[config.mk]
export PLATFORM = sky130hd
export DESIGN_NAME = i2c_register_transaction_sequencer
export DESIGN_NICKNAME = d
export VERILOG_FILES = /design/src/sv/i2crts_pkg.sv /design/src/sv/i2c_register_transaction_sequencer.sv /design/src/sv/i2crts_ctrl.sv /design/src/sv/i2crts_dp.sv
export SDC_FILE = /design/constraint.sdc
export NUM_CORES = 1
export LEC_CHECK = 0
export BUFFER_PORTS_ARGS = -buffer_cell sky130_fd_sc_hd__buf_2
export CAP_MARGIN = 25
export CORE_MARGIN = 5
export CORE_UTILIZATION = 64
export DETAILED_ROUTE_END_ITERATION = 6
export PLACE_DENSITY = 0.84
export SETUP_SLACK_MARGIN = 0.1
export SYNTH_ARGS = -nofsm -noshare
export SYNTH_HDL_FRONTEND = slang
export SYNTH_SLANG_ARGS = --single-unit
[constraint.sdc]
create_clock -name clk -period 4.1 [get_ports clk]
set_input_delay 0.205 -clock clk [delete_from_list [all_inputs] [get_ports clk]]
set_output_delay 0.205 -clock clk [all_outputs]
set_load 0.05 [all_outputs]
[src/sv/i2crts_pkg.sv]
package i2crts_pkg;

	localparam int DEF_BUF_DEPTH = 16;
	localparam int CMP_W = 9;

	localparam logic [2:0] OP_TICK  = 3'd0;
	localparam logic [2:0] OP_LOAD  = 3'd1;
	localparam logic [2:0] OP_WRITE = 3'd2;
	localparam logic [2:0] OP_READ  = 3'd3;
	localparam logic [2:0] OP_FETCH = 3'd4;

	localparam logic [1:0] ST_OK       = 2'd0;
	localparam logic [1:0] ST_BUSY     = 2'd1;
	localparam logic [1:0] ST_NOT_RDY  = 2'd2;
	localparam logic [1:0] ST_BAD_CNT  = 2'd3;

	localparam logic [1:0] PH_IDLE = 2'd0;
	localparam logic [1:0] PH_BUSY = 2'd1;
	localparam logic [1:0] PH_DONE = 2'd2;

	localparam logic [7:0] DEV_RD_BIT = 8'h01;

	localparam logic [4:0] S_IDLE      = 5'd0;
	localparam logic [4:0] W_START     = 5'd1;
	localparam logic [4:0] W_TARGET    = 5'd2;
	localparam logic [4:0] W_ADDR      = 5'd3;
	localparam logic [4:0] W_CONTENT   = 5'd4;
	localparam logic [4:0] W_STOP      = 5'd5;
	localparam logic [4:0] W_CHECKSTOP = 5'd6;
	localparam logic [4:0] R_START     = 5'd7;
	localparam logic [4:0] R_TARGET    = 5'd8;
	localparam logic [4:0] R_ADDR      = 5'd9;
	localparam logic [4:0] R_STOP1     = 5'd10;
	localparam logic [4:0] R_RESTART   = 5'd11;
	localparam logic [4:0] R_RTARGET   = 5'd12;
	localparam logic [4:0] R_RXEN      = 5'd13;
	localparam logic [4:0] R_CONTENT   = 5'd14;
	localparam logic [4:0] R_ACK       = 5'd15;
	localparam logic [4:0] R_NACK      = 5'd16;
	localparam logic [4:0] R_STOP2     = 5'd17;
	localparam logic [4:0] R_CHECKSTOP = 5'd18;
	localparam logic [4:0] R_DONE      = 5'd19;

	typedef struct packed {
		logic accept;
		logic exec;
		logic fetch_rd;
		logic fetch_ld;
		logic fetch_next;
	} cmd_t;

	typedef struct packed {
		logic fetch_ok;
		logic res_last;
	} sts_t;

	typedef struct packed {
		logic [1:0] status;
		logic       do_start;
		logic       do_stop;
		logic       send_valid;
		logic [7:0] send_byte;
		logic       receive_enable;
		logic       ack_enable;
		logic       ack_is_nack;
		logic       clear_irq;
		logic [1:0] phase;
		logic [7:0] data_byte;
		logic       last;
	} res_t;

	function automatic logic [1:0] phase_of(input logic [4:0] s);
		if (s == S_IDLE) begin
			return PH_IDLE;
		end else if (s == R_DONE) begin
			return PH_DONE;
		end
		return PH_BUSY;
	endfunction

endpackage

[src/sv/i2c_register_transaction_sequencer.sv]
// Flow: an accepted item runs in state EXEC; its result is registered and offered
// in state OUT (a fetch passes FRD and FLD first). A new item is taken only in idle,
// after the last result is taken; a fetch streams its bytes through the store's
// registered read port, each via FRD, FLD and OUT, and the next item follows the last.
// Reset: arst_n clears the sequence to idle and the transfer position, count and
// addresses to zero; the byte store holds no reset value.
module i2c_register_transaction_sequencer #(
	parameter int BUF_DEPTH = i2crts_pkg::DEF_BUF_DEPTH
) (
	input  logic       clk,
	input  logic       arst_n,
	input  logic       in_valid,
	output logic       in_ready,
	input  logic [2:0] op,
	input  logic [7:0] target_addr,
	input  logic [7:0] data_addr,
	input  logic [4:0] count,
	input  logic [3:0] byte_index,
	input  logic [7:0] write_byte,
	input  logic       start_busy,
	input  logic       stop_busy,
	input  logic       ack_busy,
	input  logic       buffer_full,
	input  logic       transmitting,
	input  logic [7:0] rx_byte,
	output logic       out_valid,
	input  logic       out_ready,
	output logic [1:0] status,
	output logic       do_start,
	output logic       do_stop,
	output logic       send_valid,
	output logic [7:0] send_byte,
	output logic       receive_enable,
	output logic       ack_enable,
	output logic       ack_is_nack,
	output logic       clear_irq,
	output logic [1:0] phase,
	output logic [7:0] data_byte,
	output logic       last
);
	import i2crts_pkg::*;

	cmd_t cmd;
	sts_t sts;
	res_t res;

	i2crts_ctrl u_ctrl (
		.clk       (clk),
		.arst_n    (arst_n),
		.in_valid  (in_valid),
		.in_ready  (in_ready),
		.out_valid (out_valid),
		.out_ready (out_ready),
		.sts       (sts),
		.cmd       (cmd)
	);

	i2crts_dp #(
		.BUF_DEPTH (BUF_DEPTH)
	) u_dp (
		.clk          (clk),
		.arst_n       (arst_n),
		.cmd          (cmd),
		.sts          (sts),
		.op           (op),
		.target_addr  (target_addr),
		.data_addr    (data_addr),
		.count        (count),
		.byte_index   (byte_index),
		.write_byte   (write_byte),
		.start_busy   (start_busy),
		.stop_busy    (stop_busy),
		.ack_busy     (ack_busy),
		.buffer_full  (buffer_full),
		.transmitting (transmitting),
		.rx_byte      (rx_byte),
		.res          (res)
	);

	assign status = res.status;
	assign do_start = res.do_start;
	assign do_stop = res.do_stop;
	assign send_valid = res.send_valid;
	assign send_byte = res.send_byte;
	assign receive_enable = res.receive_enable;
	assign ack_enable = res.ack_enable;
	assign ack_is_nack = res.ack_is_nack;
	assign clear_irq = res.clear_irq;
	assign phase = res.phase;
	assign data_byte = res.data_byte;
	assign last = res.last;

endmodule

[src/sv/i2crts_ctrl.sv]
module i2crts_ctrl (
	input  logic                clk,
	input  logic                arst_n,
	input  logic                in_valid,
	output logic                in_ready,
	output logic                out_valid,
	input  logic                out_ready,
	input  i2crts_pkg::sts_t    sts,
	output i2crts_pkg::cmd_t    cmd
);
	import i2crts_pkg::*;

	localparam logic [2:0] C_IDLE = 3'd0;
	localparam logic [2:0] C_EXEC = 3'd1;
	localparam logic [2:0] C_FRD  = 3'd2;
	localparam logic [2:0] C_FLD  = 3'd3;
	localparam logic [2:0] C_OUT  = 3'd4;

	logic [2:0] state_q;
	logic [2:0] state_n;

	always_comb begin
		state_n = state_q;
		cmd = '0;
		in_ready = 1'b0;
		out_valid = 1'b0;
		unique case (state_q)
			C_IDLE: begin
				in_ready = 1'b1;
				if (in_valid) begin
					cmd.accept = 1'b1;
					state_n = C_EXEC;
				end
			end
			C_EXEC: begin
				cmd.exec = 1'b1;
				state_n = sts.fetch_ok ? C_FRD : C_OUT;
			end
			C_FRD: begin
				cmd.fetch_rd = 1'b1;
				state_n = C_FLD;
			end
			C_FLD: begin
				cmd.fetch_ld = 1'b1;
				state_n = C_OUT;
			end
			C_OUT: begin
				out_valid = 1'b1;
				if (out_ready) begin
					if (sts.res_last) begin
						state_n = C_IDLE;
					end else begin
						cmd.fetch_next = 1'b1;
						state_n = C_FRD;
					end
				end
			end
			default: begin
				state_n = C_IDLE;
			end
		endcase
	end

	always_ff @(posedge clk or negedge arst_n) begin
		if (!arst_n) begin
			state_q <= C_IDLE;
		end else begin
			state_q <= state_n;
		end
	end

endmodule

[src/sv/i2crts_dp.sv]
module i2crts_dp #(
	parameter int BUF_DEPTH = i2crts_pkg::DEF_BUF_DEPTH
) (
	input  logic              clk,
	input  logic              arst_n,
	input  i2crts_pkg::cmd_t  cmd,
	output i2crts_pkg::sts_t  sts,
	input  logic [2:0]        op,
	input  logic [7:0]        target_addr,
	input  logic [7:0]        data_addr,
	input  logic [4:0]        count,
	input  logic [3:0]        byte_index,
	input  logic [7:0]        write_byte,
	input  logic              start_busy,
	input  logic              stop_busy,
	input  logic              ack_busy,
	input  logic              buffer_full,
	input  logic              transmitting,
	input  logic [7:0]        rx_byte,
	output i2crts_pkg::res_t  res
);
	import i2crts_pkg::*;

	localparam int AW = (BUF_DEPTH > 1) ? $clog2(BUF_DEPTH) : 1;

	logic [2:0] op_q;
	logic [7:0] ta_q;
	logic [7:0] da_q;
	logic [4:0] cnt_q;
	logic [3:0] idx_q;
	logic [7:0] wb_q;
	logic       sb_q;
	logic       pb_q;
	logic       ab_q;
	logic       bf_q;
	logic       tx_q;
	logic [7:0] rx_q;

	logic [4:0] seq_q;
	logic [4:0] pos_q;
	logic [4:0] total_q;
	logic [7:0] dev_q;
	logic [7:0] reg_q;
	logic [AW-1:0] fidx_q;
	res_t res_q;

	logic [7:0] mem [BUF_DEPTH];
	logic [7:0] rd_q;
	logic [AW-1:0] rd_addr;

	logic [4:0] seq_n;
	logic [4:0] pos_n;
	logic       start_ok;
	logic       fetch_ok;
	logic       we;
	logic [AW-1:0] wa;
	logic [7:0] wd;
	logic       busy_line;
	logic [4:0] pos_inc;
	res_t       res_n;
	res_t       res_f;

	assign busy_line = bf_q | tx_q;
	assign pos_inc = pos_q + 5'd1;
	assign fetch_ok = (op_q == OP_FETCH) && (seq_q == R_DONE);
	assign sts.fetch_ok = fetch_ok;
	assign sts.res_last = res_q.last;
	assign res = res_q;
	assign rd_addr = cmd.fetch_rd ? fidx_q : AW'(pos_q);

	always_comb begin
		seq_n = seq_q;
		pos_n = pos_q;
		start_ok = 1'b0;
		we = 1'b0;
		wa = AW'(pos_q);
		wd = rx_q;
		res_n = '0;
		res_n.last = 1'b1;
		unique case (op_q) inside
			OP_TICK: begin
				unique case (seq_q) inside
					W_START, R_START: begin
						res_n.do_start = 1'b1;
						seq_n = (seq_q == W_START) ? W_TARGET : R_TARGET;
					end
					W_TARGET, R_TARGET: begin
						if (!sb_q) begin
							res_n.send_valid = 1'b1;
							res_n.send_byte = dev_q;
							seq_n = (seq_q == W_TARGET) ? W_ADDR : R_ADDR;
						end
					end
					W_ADDR, R_ADDR: begin
						if (!busy_line) begin
							res_n.send_valid = 1'b1;
							res_n.send_byte = reg_q;
							seq_n = (seq_q == W_ADDR) ? W_CONTENT : R_STOP1;
						end
					end
					W_CONTENT: begin
						if (!busy_line) begin
							res_n.send_valid = 1'b1;
							res_n.send_byte = rd_q;
							pos_n = pos_inc;
							if (pos_inc >= total_q) begin
								seq_n = W_STOP;
							end
						end
					end
					W_STOP, R_STOP1, R_STOP2: begin
						if (!busy_line) begin
							res_n.do_stop = 1'b1;
							if (seq_q == W_STOP) begin
								seq_n = W_CHECKSTOP;
							end else if (seq_q == R_STOP1) begin
								seq_n = R_RESTART;
							end else begin
								seq_n = R_CHECKSTOP;
							end
						end
					end
					W_CHECKSTOP: begin
						if (!pb_q) begin
							seq_n = S_IDLE;
						end
					end
					R_RESTART: begin
						if (!pb_q) begin
							res_n.do_start = 1'b1;
							seq_n = R_RTARGET;
						end
					end
					R_RTARGET: begin
						if (!sb_q) begin
							res_n.send_valid = 1'b1;
							res_n.send_byte = dev_q | DEV_RD_BIT;
							seq_n = R_RXEN;
						end
					end
					R_RXEN: begin
						if (!busy_line) begin
							res_n.receive_enable = 1'b1;
							seq_n = R_CONTENT;
						end
					end
					R_CONTENT: begin
						if (bf_q) begin
							we = CMP_W'(pos_q) < CMP_W'(BUF_DEPTH);
							pos_n = pos_inc;
							res_n.ack_enable = 1'b1;
							if (pos_inc >= total_q) begin
								res_n.ack_is_nack = 1'b1;
								seq_n = R_NACK;
							end else begin
								seq_n = R_ACK;
							end
						end
					end
					R_ACK, R_NACK: begin
						if (!(ab_q || busy_line)) begin
							if (seq_q == R_ACK) begin
								res_n.receive_enable = 1'b1;
								seq_n = R_CONTENT;
							end else begin
								seq_n = R_STOP2;
							end
						end
					end
					R_CHECKSTOP: begin
						if (!pb_q) begin
							res_n.clear_irq = 1'b1;
							seq_n = R_DONE;
						end
					end
					default: begin
					end
				endcase
			end
			OP_LOAD: begin
				if (seq_q != S_IDLE) begin
					res_n.status = ST_BUSY;
				end else if (CMP_W'(idx_q) >= CMP_W'(BUF_DEPTH)) begin
					res_n.status = ST_BAD_CNT;
				end else begin
					we = 1'b1;
					wa = AW'(idx_q);
					wd = wb_q;
				end
			end
			OP_WRITE, OP_READ: begin
				if (seq_q != S_IDLE) begin
					res_n.status = ST_BUSY;
				end else if (cnt_q == 5'd0 || CMP_W'(cnt_q) > CMP_W'(BUF_DEPTH)) begin
					res_n.status = ST_BAD_CNT;
				end else begin
					start_ok = 1'b1;
					pos_n = 5'd0;
					seq_n = (op_q == OP_WRITE) ? W_START : R_START;
				end
			end
			OP_FETCH: begin
				if (seq_q != R_DONE) begin
					res_n.status = ST_NOT_RDY;
				end else begin
					seq_n = S_IDLE;
				end
			end
			default: begin
			end
		endcase
		res_n.phase = phase_of(seq_n);
	end

	always_comb begin
		res_f = '0;
		res_f.status = ST_OK;
		res_f.phase = PH_IDLE;
		res_f.data_byte = rd_q;
		res_f.last = (CMP_W'(fidx_q) + CMP_W'(1)) == CMP_W'(total_q);
	end

	always_ff @(posedge clk) begin
		if (cmd.accept) begin
			op_q <= op;
			ta_q <= target_addr;
			da_q <= data_addr;
			cnt_q <= count;
			idx_q <= byte_index;
			wb_q <= write_byte;
			sb_q <= start_busy;
			pb_q <= stop_busy;
			ab_q <= ack_busy;
			bf_q <= buffer_full;
			tx_q <= transmitting;
			rx_q <= rx_byte;
		end
		if (cmd.exec && !fetch_ok) begin
			res_q <= res_n;
		end else if (cmd.fetch_ld) begin
			res_q <= res_f;
		end
		if (cmd.exec && fetch_ok) begin
			fidx_q <= '0;
		end else if (cmd.fetch_next) begin
			fidx_q <= fidx_q + AW'(1);
		end
	end

	always_ff @(posedge clk) begin
		if (cmd.exec && we) begin
			mem[wa] <= wd;
		end
		rd_q <= mem[rd_addr];
	end

	always_ff @(posedge clk or negedge arst_n) begin
		if (!arst_n) begin
			seq_q <= S_IDLE;
			pos_q <= '0;
			total_q <= '0;
			dev_q <= '0;
			reg_q <= '0;
		end else if (cmd.exec) begin
			seq_q <= seq_n;
			pos_q <= pos_n;
			if (start_ok) begin
				total_q <= cnt_q;
				dev_q <= ta_q;
				reg_q <= da_q;
			end
		end
	end

endmodule

==> results of run 1 <==
-- routing by layer --
metal	global-route usage [%]	up-vias	routed length, um
met4	7.62	0	831
met3	4.94	84	2490
li1	-	2998	-
met1	38.4	3423	10000
met2	44.5	498	12700
met5	0	-	0
-- registers in the layout (all words and copies together), names as in the netlist, 3 cells and up --
| signal | count |
|---|---|
| u_dp.pos_q | 5 |
| u_dp.rd_q | 8 |
| u_dp.total_q | 5 |
| u_dp.mem | 128 |
| u_dp.wb_q | 8 |
| u_dp.dev_q | 8 |
| u_dp.cnt_q | 5 |
| u_dp.reg_q | 8 |
| u_dp.res | 28 |
| u_dp.fidx_q | 4 |
| u_dp.ta_q | 8 |
| u_dp.op_q | 3 |
| u_dp.seq_q | 5 |
| u_dp.idx_q | 4 |
| u_ctrl.state_q | 3 |
| u_dp.rx_q | 8 |
| u_dp.da_q | 8 |
-- layout make-up --
class / instances / share of cell area [%]
inverter: 14 / 0.412
multi-input combinational: 401 / 26.0
clock buffer: 33 / 5.31
clock inverter: 13 / 1.81
sequential: 251 / 56.1
tap: 220 / 2.16
timing repair buffer: 145 / 8.21
-- critical path, delay by kind of cell, from the launching register on --
| kind | cells | cell delay [ns] |
|---|---|---|
| AO/OA/AOI/OAI | 6 | 1.71 |
| XOR/XNOR | 1 | 0.22 |
| adder cells (fa/ha/maj) | 2 | 0.60 |
| flip-flops | 1 | 0.57 |
| AND/OR/NAND/NOR | 1 | 0.12 |
-- what timing repair did --
action | in CTS | in global routing
hold buffers | 51 | 0
hold endpoints to repair | 85 | 0
resized for setup | 0 | 0
-- power by group through the flow --
| stage | registers [W] | clock network [W] | logic [W] |
|---|---|---|---|
| finish | 0.00328 | 0.00252 | 0.00155 |
| global route | 0.00330 | 0.00265 | 0.00165 |
| CTS | 0.00327 | 0.00253 | 0.00152 |
| detailed placement | 0.00331 | 0 | 0.00146 |
| global placement | 0.00331 | 0 | 0.00138 |
| floorplan | 0.00344 | 0 | 0.000895 |
-- metrics by stage --
stage	instance area (sq um)	setup slack, ns	power (W)	hold slack (ns)	util (%)
after floorplan	10700	0.675	0.00434	-0.0906	-
after CTS	12700	0.731	0.00732	0.145	77.4
after global placement	11300	1.05	0.00469	0.332	68.6
final	12800	0.637	0.00735	0.150	77.5
after detailed placement	11300	0.844	0.00477	0.338	68.8
after global routing	12800	0.413	0.00760	0.175	77.5
-- kinds of logic (layout without fill, tap and decap cells) --
kind of cell	count (synthesis)	in the layout	share of synthesized area [%]
buffers and inverters	51	205	2.23
AOI/OAI and AO/OA	104	104	6.96
adders and majority gates	7	7	0.819
DFF	251	251	66.9
muxes	85	85	12.9
and+or+nand+nor	194	194	9.27
xor gates and xnor gates	11	11	0.901
-- cell usage in the layout, fill, tap and decap left out, drive strengths merged, types with 3 or more instances in the layout --
| cell type | n |
|---|---|
| nand2b | 6 |
| mux4 | 32 |
| a211oi | 12 |
| nor2 | 64 |
| nand2 | 41 |
| bufinv | 6 |
| xnor2 | 7 |
| nor3 | 18 |
| dfrtp | 34 |
| ha | 7 |
| a31oi | 11 |
| dfxtp | 21 |
| nor2b | 10 |
| o21ai | 20 |
| clkinvlp | 3 |
| nor4 | 7 |
| and3 | 6 |
| or2 | 4 |
| buf | 94 |
| a22o | 3 |
| o21a | 3 |
| edfxtp | 196 |
| a222oi | 7 |
| nor3b | 6 |
| o22ai | 3 |
| xor2 | 4 |
| dlygate4sd3 | 51 |
| o211ai | 6 |
| inv | 16 |
| and2 | 5 |
| or3 | 4 |
| mux2 | 31 |
| nand3 | 11 |
| a21oi | 20 |
| nand3b | 3 |
| clkbuf | 33 |
| mux2i | 22 |
-- path summary, 6_finish.rpt --
check | cells after the start | endpoint
min in group asynchronous | 2 | u_dp.dev_q[0]
max reg2reg | 10 | u_dp.res[9]
min | 3 | u_ctrl.state_q[1]
max | 10 | u_dp.res[9]
max in group asynchronous | 2 | u_dp.reg_q[4]
min reg2reg | 1 | u_dp.reg_q[7]
==> results by group, run 1 <==
Synthesis
  • Post-synthesis register bit count: around 250
  • Primary FF master, synth: edfxtp_1
  • Top cells by area, synth: edfxtp_1 55%, dfrtp_1 8.0%, mux4_2 6.7%, dfxtp_1 3.9%, mux2_4 2.8%
  • Syn nets: approximately 760
  • Dominant cell type by area after synthesis: edfxtp_1
  • Post-Syn Area: ~11,000 sq um
  • Post-synth EDFFs: slightly below 200
  • Post-synth top cells: 196 x edfxtp_1, 62 x nor2_1, 39 x nand2_1, 34 x dfrtp_1, 32 x mux4_2
  • Synth Instances: about 700
  • Syn Area/Cell: around 15 sq um
  • Synth top area share: between 50% and 60%
  • Fraction of registers with async set/reset: a little over an eighth
  • Post-synthesis cell type count: just over 70
  • Seq/Total Area, Yosys: between 60% and 70%
  • Count leader, synth: edfxtp_1
  • Ys Warns: 0

Power
  • Peak supply drop: 0.451 mV
  • P_sw: 0.00218 W
  • Cell leakage power: ~4.8 nW
  • Switch share: approximately 30%
  • Internal power: a little over 0.005 W
  • Combinational power share: between 20% and 30%
  • PD cells: approximately 580 nW/um^2
  • Clk pwr share: between 30 and 40%
  • Flop pwr share: ~45%

Worst setup path
  • Crit path max fanout: 10
  • Crit path from: u_dp.pos_q[0]
  • CP Data Arrival Time: roughly 3.7 ns
  • Worst Setup Path Type: flip-flop to flip-flop
  • Slowest CP cell: dfrtp_1
  • FF-to-FF setup slack: 0.64 ns
  • Startpoint types: flip-flop
  • Max incr delay on CP: approximately 0.57 ns
  • Req. time, crit path: 4.38 ns
  • Setup crit end kind: flip-flop
  • RR Startpoint: u_dp.pos_q[0]
  • Worst-path cell chain: ha_1 -> nand3_1 -> xnor2_1 -> ha_1 -> a21oi_1 -> o22ai_1 -> o311ai_0 -> a21oi_1 -> a2bb2oi_1 -> o21a_1

Global routing
  • Total GRT Usage: a little over a quarter
  • Largest net degree at the start of global routing: 35
  • Vias in the first global route: ~7,000
  • Initial antenna violation count: 0
  • Grt ovf: 0
  • Global-route wire length before repair: just over 40,000 um

Detailed routing
  • DRC errors left: 0
  • Final ANT Viol Nets: 0
  • Pre-antenna DRT Iters: 7
  • Avg WL per Cell: approximately 24 um
  • Final wirelength: ~26,000 um
  • Vias per cell: around 6.5
  • Total number of vias: around 7,000
  • DR iter-0 viols: just under 1,000

Floorplan
  • Die H: 139 um
  • IO Pins: 83
  • Die Area: 19,400 sq um
  • Initial Util: 64.9%
  • Die width: 139 um
  • Core area: between 15,000 and 20,000 sq um
  • Row cnt: 47

Clock tree
  • Root Buffer: clkbuf_16
  • Clk slew on worst S/H paths: around 0.070 ns
  • CTS sink count: between 200 and 300
  • Longest Clk Path Bufs: 3
  • CTS tree: built
  • Clock Latency Late Sink: 0.53 ns
  • CTS H-Tree Depth: 1
  • Cts bufs inserted: 25
  • Setup bufs post-CTS: 0

Place
  • HPWL after DPL: around 16,000 um
  • Final GP Congestion: roughly 0.96
  • Placed cell count: around 1,000
  • Input/output buffers: 82

Timing
  • Slew @ Worst Pin: ~0.96 ns
  • Setup violations, final: 0
  • Final period utilization: between 80% and 90%
  • Fmax: just under 300 MHz
  • Rel. slew slack: 34.9%
  • RSZ-0062 raised after global routing: false
  • Worst clock skew: a little under 0.02 ns
  • Final min period: about 3.5 ns
  • Setup TNS: 0 ns
  • Final hold violation count: 0
  • Max-slew violation count: 0

Hold path
  • Min-Delay Startpoint: out_ready
  • HP Class: primary input to flip-flop

Final layout
  • Final-layout fill cell count: 925
  • Layout Cells excl Fill: ~1,100
  • Storage element area: about 7200 sq um
  • Ant diodes: 0
  • Layout Nets: 898
  • Layout cells sized above 1: about a quarter
  • Area grow syn2layout: 19.3%
  • Footprint of the multi-input gates: 3310 sq um

Flow run
  • Max-cap viol count: 0

Run status
  • Outcome: finished clean
Power figures use the tool's default switching activity.
==> run 2, diff against run 1 <==
Settings changed: CORE_UTILIZATION 64 to 60, PLACE_DENSITY 0.84 to 0.8.
Clock period 4.1 ns to 3.4 ns, I/O delays scaled along.
==> run 2 against run 1 <==
  * Global-route usage is 2.9 points lower
  * Utilization is 4.1 points lower
  * Count of clock-buffer cells in the layout decreased by 4
  * Cell area increased by 0.16%
  * Cell count grew 2.2%
  * Routed wire length shrank 5.1%
  * Hold slack got worse by 0.014 ns
  * Die area rose by 6.2%
  * Non-clock buffer count is 21 higher
  * Worst setup slack worse by 0.28 ns
  * Register-to-register slack lost 0.28 ns
  * Critical path depth stayed put
  * Largest cell class unchanged
  * Highest routed layer unchanged
==> results by group, run 2 (synthesis results as in run 1) <==
Hold path
  • WHS Endpoint: u_ctrl.state_q[1]
  • HP Class: primary input to flip-flop
  • Min-Delay Startpoint: out_ready
  • Min-Delay Path Depth: 3

Clock tree
  • Cts bufs inserted: 25
  • Longest Clk Path Bufs: 3
  • CTS tree: built
  • Root Buffer: clkbuf_16
  • Setup bufs post-CTS: 0
  • Clk slew on worst S/H paths: about 0.070 ns
  • Clock Latency Late Sink: between 0.5 and 0.6 ns
  • CTS sink count: roughly 250
  • CTS H-Tree Depth: 1

Timing
  • Rel. slew slack: about 40%
  • Final hold violation count: 0
  • Final min period: ~3.0 ns
  • Setup TNS: 0 ns
  • Final period utilization: between 80 and 90%
  • Setup violations, final: 0
  • Fmax: 328 MHz
  • RSZ-0062 raised after global routing: false
  • Worst clock skew: 0.00886 ns
  • Slew @ Worst Pin: roughly 0.90 ns
  • Max-slew violation count: 0
  • Setup ws final: about 0.35 ns

Worst setup path
  • CP dominant cell by count: ha_1
  • Reg2Reg Depth: 10
  • CP Data Arrival Time: 3.31 ns
  • Req. time, crit path: approximately 3.7 ns
  • Setup crit end kind: flip-flop
  • Max incr delay on CP: approximately 0.50 ns
  • Slowest CP cell: dfrtp_1
  • Startpoint types: flip-flop
  • RR Startpoint: u_dp.pos_q[1]
  • Worst Setup Path Type: flip-flop to flip-flop
  • FF-to-FF setup slack: approximately 0.35 ns
  • Worst-path cell chain: ha_1 -> nand3_1 -> xnor2_1 -> ha_1 -> a21oi_2 -> o22ai_1 -> o311ai_1 -> a21oi_1 -> a2bb2oi_1 -> o21a_1
  • Reg-to-Reg End: u_dp.res[9]
  • CP bufs+invs: 0
  • Crit path max fanout: 8
  • Crit path max-delay family: compound AO/OA/AOI/OAI gates

Power
  • PD cells: roughly 660 nW/um^2
  • Cell leakage power: roughly 4.8 nW
  • Pwr Total: 0.00848 W
  • Peak supply drop: ~0.55 mV

Final layout
  • Ant diodes: 0
  • Most flops, register: u_dp.mem
  • Layout Nets: roughly 920
  • Max reg flops: between 100 and 150
  • Layout cells sized above 1: about a quarter
  • Commonest cells after routing, fill and taps aside: 196 x edfxtp_1, 82 x buf_2, 62 x nor2_1
  • Area grow syn2layout: 19.5%
  • Commonest non-fill, non-tap cell in the layout: edfxtp_1

Detailed routing
  • Total number of vias: between 6,000 and 7,000
  • DR iter-0 viols: a little over 700
  • Final ANT Viol Nets: 0
  • Pre-antenna DRT Iters: 6
  • DRC errors left: 0
  • Avg WL per Cell: 22.4 um
  • Vias per cell: roughly 6.1
  • Final wirelength: 24,700 um

Floorplan
  • Die H: about 140 um
  • Row cnt: 48
  • Die width: ~140 um
  • Die Area: about 21,000 sq um
  • Core area: approximately 17,000 sq um
  • IO Pins: 83
  • Initial Util: about three fifths

Global routing
  • Initial antenna violation count: 0
  • Vias in the first global route: between 6,000 and 7,000
  • Global-route wire length before repair: roughly 38,000 um
  • Total GRT Usage: 24.3%
  • Grt ovf: 0
  • Largest net degree at the start of global routing: 35

Run status
  • Outcome: finished clean

Flow run
  • Max-cap viol count: 0

Place
  • Final GP Congestion: around 0.94
  • Dpl ws: around 0.15 ns
  • HPWL after DPL: approximately 16,000 um
  • Input/output buffers: 82
==> run 2: cell types whose count changed in the layout (fill, tap and decap cells not counted), sizes merged <==
cell and change:
buf +21, bufinv -3, clkbuf -4, clkinv +9, clkinvlp -2, inv -2
==> run 2: worst max-delay path by stage <==
stage	start	to	slack, ns	depth (start not counted)
6_report	u_dp.pos_q[1]	u_dp.res[9]	0.35	10
5_1_grt	u_dp.pos_q[1]	u_dp.res[9]	0.22	10
4_1_cts	u_dp.pos_q[1]	u_dp.res[9]	0.15	10
3_5_place_dp	u_dp.pos_q[1]	u_dp.res[9]	0.15	10
3_3_place_gp	u_dp.pos_q[1]	u_dp.res[9]	0.35	10
2_1_floorplan	u_ctrl.state_q[1]	u_dp.ab_q	0.45	3
==> run 2: repair_timing <==
item / CTS / global route
endpoints found under the setup margin: 0 / 2
hold endpoints to repair: 85 / 0
hold buffers: 51 / 0
gates resized for setup: 0 / 2
==> run 2: tightest hold or removal path, delay by kind of cell <==
kind,cells,cell delay (ns)
buffers and inverters,1,0.09
AND/OR/NAND/NOR,1,0.06
AO/OA/AOI/OAI,1,0.25
==> run 2: final cells by class <==
type                       instances  area (sq um)
clock buffer                      29           641
clock inverter                    15           143
fill                            1074          4640
inverter                          14          52.6
multi-input combinational        401          3320
sequential                       251          7160
tap                              225           282
timing repair buffer             166          1180
==> run 2: power by group <==
group	leakage (nW)	total [W]	switching, W	internal (W)
registers	2.42	0.00398	0.000226	0.00375
clock network	0.380	0.00265	0.00109	0.00157
logic	2.05	0.00185	0.00123	0.000618
total	4.85	0.00848	0.00255	0.00593
==> run 2: per-layer routing <==
layer | GRT usage (%) | vias up | part of all wire (%)
li1 | - | 3027 | -
met1 | 34.3 | 3340 | 41
met2 | 41.0 | 319 | 50
met3 | 3.13 | 42 | 6.4
met4 | 6.00 | 0 | 2.1
met5 | 0 | - | 0
==> run 2: stage by stage <==
stage / std cells / cell area [sq um] / hold WS [ns] / utilization (%)
final: 1101 / 12800 / 0.136 / 73.3
after global routing: 1101 / 12800 / 0.124 / 73.3
after CTS: 1101 / 12800 / 0.123 / 73.3
after detailed placement: 1006 / 11500 / 0.330 / 65.9
after global placement: 1006 / 11500 / 0.321 / 65.9
after floorplan: 703 / 10700 / -0.126 / -
